==> config.mk <==
export PLATFORM = sky130hd
export DESIGN_NAME = char_lcd_nibble_sequencer_core
export DESIGN_NICKNAME = d
export VERILOG_FILES = /design/src/sv/clns_pkg.sv /design/src/sv/char_lcd_nibble_sequencer_core.sv /design/src/sv/clns_ctrl.sv /design/src/sv/clns_datapath.sv
export SDC_FILE = /design/constraint.sdc
export NUM_CORES = 1
export LEC_CHECK = 0
export BUFFER_PORTS_ARGS = -buffer_cell sky130_fd_sc_hd__buf_2
export CORE_ASPECT_RATIO = 0.8
export CORE_MARGIN = 2
export CORE_UTILIZATION = 57
export DETAILED_ROUTE_END_ITERATION = 16
export PLACE_DENSITY = 0.82
export REMOVE_ABC_BUFFERS = 1
export SYNTH_ARGS = -nofsm -noshare
export SYNTH_HDL_FRONTEND = slang
export SYNTH_SLANG_ARGS = --single-unit
==> constraint.sdc <==
create_clock -name clk -period 3.11 [get_ports clk]
set_input_delay 0.311 -clock clk [delete_from_list [all_inputs] [get_ports clk]]
set_output_delay 0.311 -clock clk [all_outputs]
set_load 0.05 [all_outputs]
==> src/sv/clns_pkg.sv <==
package clns_pkg;

    localparam int STEP_IDX_W = 4;
    localparam int WAIT_W     = 16;

    // request modes
    localparam logic [2:0] MODE_CMD    = 3'd0;
    localparam logic [2:0] MODE_DATA   = 3'd1;
    localparam logic [2:0] MODE_CURSOR = 3'd2;
    localparam logic [2:0] MODE_INIT   = 3'd3;
    localparam logic [2:0] MODE_CLEAR  = 3'd4;

    localparam logic [1:0] ROW_FIRST  = 2'd1;
    localparam logic [1:0] ROW_SECOND = 2'd2;

    localparam logic [7:0] DDRAM_ROW1_BASE = 8'h80;
    localparam logic [7:0] DDRAM_ROW2_BASE = 8'hC0;
    localparam logic [7:0] CMD_CLEAR       = 8'h01;

    localparam logic RS_INSTR = 1'b0;
    localparam logic RS_DATA  = 1'b1;

    localparam logic [WAIT_W-1:0] WAIT_NONE     = 16'd0;
    localparam logic [WAIT_W-1:0] WAIT_CLEAR_US = 16'd2000;
    localparam logic [WAIT_W-1:0] WAIT_PWRUP_US = 16'd40000;
    localparam logic [WAIT_W-1:0] WAIT_INIT1_US = 16'd5000;
    localparam logic [WAIT_W-1:0] WAIT_INIT2_US = 16'd150;

    localparam logic [STEP_IDX_W-1:0] CNT_NONE = 4'd0;
    localparam logic [STEP_IDX_W-1:0] CNT_BYTE = 4'd2;
    localparam logic [STEP_IDX_W-1:0] CNT_INIT = 4'd13;

    typedef enum logic [1:0] {
        ST_IDLE,
        ST_LOAD,
        ST_SHOW
    } ctrl_state_t;

    typedef struct packed {
        logic strobe;
        logic rs;
        logic [3:0] nib;
        logic [WAIT_W-1:0] wait_us;
    } step_t;

    typedef struct packed {
        logic capture;
        logic emit;
    } dp_cmd_t;

    typedef struct packed {
        logic empty;
        logic out_last;
    } dp_status_t;

    function automatic step_t mk_step(input logic strobe, input logic [3:0] nib,
                                      input logic [WAIT_W-1:0] wait_us);
        step_t s;
        s.strobe  = strobe;
        s.rs      = RS_INSTR;
        s.nib     = nib;
        s.wait_us = wait_us;
        return s;
    endfunction

    // power-on run, one entry per bus step
    function automatic step_t init_step(input logic [STEP_IDX_W-1:0] idx);
        step_t s;
        case (idx)
            4'd0:    s = mk_step(1'b0, 4'h0, WAIT_PWRUP_US);
            4'd1:    s = mk_step(1'b1, 4'h3, WAIT_INIT1_US);
            4'd2:    s = mk_step(1'b1, 4'h3, WAIT_INIT2_US);
            4'd3:    s = mk_step(1'b1, 4'h3, WAIT_NONE);
            4'd4:    s = mk_step(1'b1, 4'h2, WAIT_NONE);
            4'd5:    s = mk_step(1'b1, 4'h2, WAIT_NONE);
            4'd6:    s = mk_step(1'b1, 4'h8, WAIT_NONE);
            4'd7:    s = mk_step(1'b1, 4'h0, WAIT_NONE);
            4'd8:    s = mk_step(1'b1, 4'hE, WAIT_NONE);
            4'd9:    s = mk_step(1'b1, 4'h0, WAIT_NONE);
            4'd10:   s = mk_step(1'b1, 4'h1, WAIT_CLEAR_US);
            4'd11:   s = mk_step(1'b1, 4'h0, WAIT_NONE);
            4'd12:   s = mk_step(1'b1, 4'h6, WAIT_NONE);
            default: s = mk_step(1'b0, 4'h0, WAIT_NONE);
        endcase
        return s;
    endfunction

endpackage

==> src/sv/char_lcd_nibble_sequencer_core.sv <==
// Channel   Handshake             Payload
// request   in_valid / in_ready   mode, byte_value, row, column
// step      out_valid / out_ready is_strobe, reg_select, nibble, wait_after_us, last
//
// One request at a time: captured in idle, first step loaded into the output
// register in the load state, then one step beat per cycle while out_ready is
// high. A request that yields no steps returns to idle from the load state.
// Step count comes from the count and step index registers in the datapath.
// Reset (rst_n low) returns the controller to idle; a stalled beat holds.
module char_lcd_nibble_sequencer_core (
    input  logic        clk,
    input  logic        rst_n,
    input  logic        in_valid,
    output logic        in_ready,
    input  logic [2:0]  mode,
    input  logic [7:0]  byte_value,
    input  logic [1:0]  row,
    input  logic [4:0]  column,
    output logic        out_valid,
    input  logic        out_ready,
    output logic        is_strobe,
    output logic        reg_select,
    output logic [3:0]  nibble,
    output logic [15:0] wait_after_us,
    output logic        last
);
    import clns_pkg::*;

    dp_cmd_t    cmd;
    dp_status_t status;

    clns_ctrl u_ctrl (
        .clk       (clk),
        .rst_n     (rst_n),
        .in_valid  (in_valid),
        .in_ready  (in_ready),
        .out_valid (out_valid),
        .out_ready (out_ready),
        .status    (status),
        .cmd       (cmd)
    );

    clns_datapath u_datapath (
        .clk           (clk),
        .rst_n         (rst_n),
        .mode          (mode),
        .byte_value    (byte_value),
        .row           (row),
        .column        (column),
        .cmd           (cmd),
        .status        (status),
        .is_strobe     (is_strobe),
        .reg_select    (reg_select),
        .nibble        (nibble),
        .wait_after_us (wait_after_us),
        .last          (last)
    );

endmodule

==> src/sv/clns_ctrl.sv <==
module clns_ctrl (
    input  logic                 clk,
    input  logic                 rst_n,
    input  logic                 in_valid,
    output logic                 in_ready,
    output logic                 out_valid,
    input  logic                 out_ready,
    input  clns_pkg::dp_status_t status,
    output clns_pkg::dp_cmd_t    cmd
);
    import clns_pkg::*;

    ctrl_state_t state_reg;
    ctrl_state_t state_next;

    always_ff @(posedge clk or negedge rst_n)
    begin
        if (!rst_n)
        begin
            state_reg <= ST_IDLE;
        end
        else
        begin
            state_reg <= state_next;
        end
    end

    always_comb
    begin
        state_next = state_reg;
        case (state_reg)
            ST_IDLE:
            begin
                if (in_valid)
                    state_next = ST_LOAD;
            end
            ST_LOAD:
            begin
                state_next = status.empty ? ST_IDLE : ST_SHOW;
            end
            ST_SHOW:
            begin
                if (out_ready && status.out_last)
                    state_next = ST_IDLE;
            end
            default: state_next = ST_IDLE;
        endcase
    end

    always_comb
    begin
        in_ready    = 1'b0;
        out_valid   = 1'b0;
        cmd.capture = 1'b0;
        cmd.emit    = 1'b0;
        case (state_reg)
            ST_IDLE:
            begin
                in_ready    = 1'b1;
                cmd.capture = in_valid;
            end
            ST_LOAD:
            begin
                cmd.emit = !status.empty;
            end
            ST_SHOW:
            begin
                out_valid = 1'b1;
                // next step loads straight into the output register as this beat leaves
                cmd.emit  = out_ready && !status.out_last;
            end
            default:
            begin
                in_ready = 1'b0;
            end
        endcase
    end

endmodule

==> src/sv/clns_datapath.sv <==
module clns_datapath (
    input  logic                 clk,
    input  logic                 rst_n,
    input  logic [2:0]           mode,
    input  logic [7:0]           byte_value,
    input  logic [1:0]           row,
    input  logic [4:0]           column,
    input  clns_pkg::dp_cmd_t    cmd,
    output clns_pkg::dp_status_t status,
    output logic                 is_strobe,
    output logic                 reg_select,
    output logic [3:0]           nibble,
    output logic [15:0]          wait_after_us,
    output logic                 last
);
    import clns_pkg::*;

    // captured request
    logic                  init_reg;
    logic [7:0]            byte_reg;
    logic                  rs_reg;
    logic                  clr_wait_reg;
    logic [STEP_IDX_W-1:0] count_reg;
    logic [STEP_IDX_W-1:0] idx_reg;

    logic                  init_next;
    logic [7:0]            byte_next;
    logic                  rs_next;
    logic                  clr_wait_next;
    logic [STEP_IDX_W-1:0] count_next;

    logic [7:0] addr;
    step_t      cur_step;
    logic       cur_last;

    step_t out_reg;
    logic  out_last_reg;

    // request decode
    always_comb
    begin
        addr          = {3'b000, column} - 8'd1;
        init_next     = 1'b0;
        byte_next     = byte_value;
        rs_next       = RS_INSTR;
        clr_wait_next = 1'b0;
        count_next    = CNT_NONE;
        case (mode)
            MODE_CMD:
            begin
                count_next = CNT_BYTE;
            end
            MODE_DATA:
            begin
                rs_next    = RS_DATA;
                count_next = CNT_BYTE;
            end
            MODE_CURSOR:
            begin
                if (row == ROW_FIRST)
                begin
                    byte_next  = addr | DDRAM_ROW1_BASE;
                    count_next = CNT_BYTE;
                end
                else if (row == ROW_SECOND)
                begin
                    byte_next  = addr | DDRAM_ROW2_BASE;
                    count_next = CNT_BYTE;
                end
            end
            MODE_INIT:
            begin
                init_next  = 1'b1;
                count_next = CNT_INIT;
            end
            MODE_CLEAR:
            begin
                byte_next     = CMD_CLEAR;
                clr_wait_next = 1'b1;
                count_next    = CNT_BYTE;
            end
            default:
            begin
                count_next = CNT_NONE;
            end
        endcase
    end

    always_ff @(posedge clk)
    begin
        if (cmd.capture)
        begin
            init_reg     <= init_next;
            byte_reg     <= byte_next;
            rs_reg       <= rs_next;
            clr_wait_reg <= clr_wait_next;
        end
    end

    always_ff @(posedge clk or negedge rst_n)
    begin
        if (!rst_n)
        begin
            count_reg <= CNT_NONE;
            idx_reg   <= '0;
        end
        else if (cmd.capture)
        begin
            count_reg <= count_next;
            idx_reg   <= '0;
        end
        else if (cmd.emit)
        begin
            idx_reg <= idx_reg + 4'd1;
        end
    end

    // step generation from the current index
    always_comb
    begin
        if (init_reg)
        begin
            cur_step = init_step(idx_reg);
        end
        else
        begin
            cur_step.strobe = 1'b1;
            cur_step.rs     = rs_reg;
            if (idx_reg == '0)
            begin
                cur_step.nib     = byte_reg[7:4];
                cur_step.wait_us = WAIT_NONE;
            end
            else
            begin
                cur_step.nib     = byte_reg[3:0];
                cur_step.wait_us = clr_wait_reg ? WAIT_CLEAR_US : WAIT_NONE;
            end
        end
        cur_last = (idx_reg == count_reg - 4'd1);
    end

    always_ff @(posedge clk)
    begin
        if (cmd.emit)
        begin
            out_reg      <= cur_step;
            out_last_reg <= cur_last;
        end
    end

    assign status.empty    = (count_reg == CNT_NONE);
    assign status.out_last = out_last_reg;

    assign is_strobe     = out_reg.strobe;
    assign reg_select    = out_reg.rs;
    assign nibble        = out_reg.nib;
    assign wait_after_us = out_reg.wait_us;
    assign last          = out_last_reg;

endmodule
==> reports/qor.log <==
[grt] met2 Track Usage GR 0.268
[synthesis] Yosys warnings 0
[sta] maximum operating frequency 520 MHz
[synthesis] count of unique library cells instantiated by Yosys 46
[synthesis] dominant synthesized flop cell edfxtp_1
[critical_path] CP Class reg -> reg
[sta] Fin. Hold Viols 0
[min_path] worst min-delay path category in -> reg
[clock_network] hold-fix buffers at CTS 1
[sta] clock period minus worst slack 1.92 ns
[clock_network] CTS tree done
[critical_path] top fanout value on the critical path 15
[min_path] Worst Hold Path Cells 3
[grt] highest-utilization routing layer at the global route stage met2
[synthesis] count of mapped cells out of synthesis 182
[synthesis] post-synthesis cell type with the largest combined area edfxtp_1
[critical_path] Critical Path Start Type flop
[place] hpwl dp 2530 um
[final_layout] fill cell instance count of the final layout 276
[clock_network] number of resized instances in the post-cts repair step 0
[die] row count 19
[sta] Slew HR 0.588
[sta] Clock Skews 0.00574 ns
[routing] drt via density 5.28
[grt] grt ovf 0
[critical_path] cell count of the worst reg-to-reg path 4
[clock_network] Clk pin slew, worst setup/hold paths 0.06 ns
[pwr] power per unit of standard cell area 842 nW/um2
[synthesis] Async SR Flop Fraction 0.235
[grt] global routing met3 resource utilization 0.0512
[routing] final routed wire length divided by cell count 12.6 um
[critical_path] endpoint class of the critical path flop
[routing] Pre-antenna DRT Iters 4
[clock_network] worst skew pair latency 0.28 ns
[clock_network] clock buffer count from CTS 5
[critical_path] arrival time worst endpoint 1.83 ns
[die] Die Footprint 4040 um2
[synthesis] part of the Yosys area used for sequential elements 0.485
[grt] via count of the first global-routing pass 1267
[clock_network] buffers inserted by post-CTS timing repair 0
[synthesis] Synth area leaders edfxtp_1, dfrtp_1, ha_1
[sta] Total Neg Setup Slack 0 ns
[routing] WL final 3330 um
[synthesis] Post-Syn Area 2020 um2
[sta] share of the cycle needed by the critical path after routing 0.618
[critical_path] required arrival time at the worst endpoint 3.02 ns
[grt] antenna violations before repair 0
[run] total of max-cap violations 0
[die] vertical die dimension 57.3 um
[final_layout] cell area after layout 2290 um2
[pwr] Leakage Power 1.05 nW
[synthesis] synthesized flop and latch total 34
[place] gpl congestion 0.844
[pwr] maximum vdd drop 0.000377 V
[final_layout] fraction of layout cells with a size suffix above 1 0.248
[run_status] outcome completed
[final_layout] layout-stage area growth over the synthesis result 13.5%
[routing] number of DRC violations after detailed-routing iteration 0 77
[routing] number of remaining DRC errors 0
[sta] max-slew violation count 0
[place] Buffers on Ports 42
[die] initial standard-cell utilization of the core 0.590
[grt] first-pass GRT wire length 5740 um
[place] placed inst area 2190 um2
[synthesis] count of flip-flops with a built-in enable after synthesis 26
[die] Placeable Area 3420 um2
[final_layout] net count reported at finish 256
[clock_network] buffer depth of the longest clock path 2
[sta] slew at the pin with the worst max-slew slack 0.616 ns
[grt] largest net degree at the start of global routing 19
[grt] GRT met1 Usage 0.263
[synthesis] top-area cell type share of the netlist area 0.386
[final_layout] leading cell types in the layout, fill and taps excluded buf_2, edfxtp_1, inv_1
[routing] number of vias after detailed routing 1395
[clock_network] Clock Sink Count 34
[die] count of boundary I/O pins 47
[clock_network] H-tree levels 2
[die] die width 70.6 um
[grt] gr usage total 0.183
[routing] count of antenna-violating nets left after detailed routing 0
[synthesis] average footprint of a synthesized cell 11.1 um2
[clock_network] clock tree root buffer cell clkbuf_8
[final_layout] number of antenna cells inserted 0
[sta] final setup violating endpoints 0
[sta] unrepaired setup endpoints after global routing no
[final_layout] most common cell after layout, fill and taps aside buf_2
synthesized netlist by cell type (2+ instances only):
master / instances
a21boi_0: 2
a21o_1: 3
a21oi_1: 10
and3_1: 3
and3b_1: 4
buf_2: 2
buf_4: 8
buf_6: 2
dfrtp_1: 8
edfxtp_1: 26
ha_1: 13
inv_1: 16
mux2i_1: 9
nand2_1: 14
nand2b_1: 4
nand3_1: 7
nand3b_1: 2
nor2_1: 5
nor2b_1: 4
nor3_1: 2
nor3b_1: 2
nor3b_4: 2
o211ai_1: 2
o21ai_0: 6
o41ai_1: 2
xnor2_1: 4
final cells by class:
type	count	area, um2	share of cell area
Multi-Input combinational cell	121	890	0.388
Inverter	16	60.1	0.0262
Sequential cell	34	981	0.428
Timing Repair Buffer	43	220	0.0960
Clock buffer	8	90.1	0.0393
Tap cell	42	52.6	0.0229
path summary, 6_finish.rpt:
| check | from | end | slack (ns) |
|---|---|---|---|
| setup / recovery | u_ctrl.state_reg[0]$_DFFE_PN0P_ | u_datapath.nibble[3]$_DFFE_PP_ | 1.19 |
| hold reg to reg | u_datapath.count_reg[1]$_DFFE_PN0P_ | u_datapath.count_reg[1]$_DFFE_PN0P_ | 0.55 |
| hold / removal | in_valid | u_ctrl.state_reg[0]$_DFFE_PN0P_ | 0.31 |
| min in group asynchronous | rst_n | u_ctrl.state_reg[0]$_DFFE_PN0P_ | 0.41 |
| setup reg to reg | u_ctrl.state_reg[0]$_DFFE_PN0P_ | u_datapath.nibble[3]$_DFFE_PP_ | 1.19 |
| max in group asynchronous | rst_n | u_datapath.idx_reg[2]$_DFFE_PN0P_ | 2.52 |
report_power, final:
group	switching (W)	internal (W)	leakage, nW	total (W)
Clock	0.000141	0.000180	0.0455	0.000321
Combinational	0.000602	0.000278	0.656	0.000880
Sequential	0.0000696	0.000660	0.349	0.000729
Total	0.000812	0.00112	1.05	0.00193
per-layer routing:
layer	vias to the layer above	routed length [um]
met1	624	1610
li1	713	-
met2	53	1440
met3	5	227
met5	-	0
met4	0	42
kinds of logic (layout without fill, tap and decap cells):
logic type      after synthesis  count (layout)  synth area share
fa+ha+maj                    13              13            0.0805
other cells                   1               4           0.00186
buf+inv                      30              67            0.0799
simple gates                 55              55             0.170
xor+xnor                      5               5            0.0217
compound gates               35              35             0.116
flops                        34              34             0.485
mux                           9               9            0.0446
through the flow:
step	worst slack (ns)	utilization	hold WS, ns	power (W)	instances
final	1.19	0.670	0.314	0.00193	264
after global routing	1.03	0.670	0.319	0.00205	264
after CTS	1.17	0.670	0.308	0.00194	264
after detailed placement	1.19	0.641	0.168	0.00162	255
after global placement	1.23	0.641	0.166	0.00160	255
after floorplan	1.13	-	0.0154	0.00142	171
worst max-delay path, cell delays in order, from the launching register on:
cell      delay (ns)
dfrtp_1         0.35
inv_1           0.07
ha_1            0.33
nand3b_1        0.24
nand2_1         0.55
(Power assumes the default switching activity.)
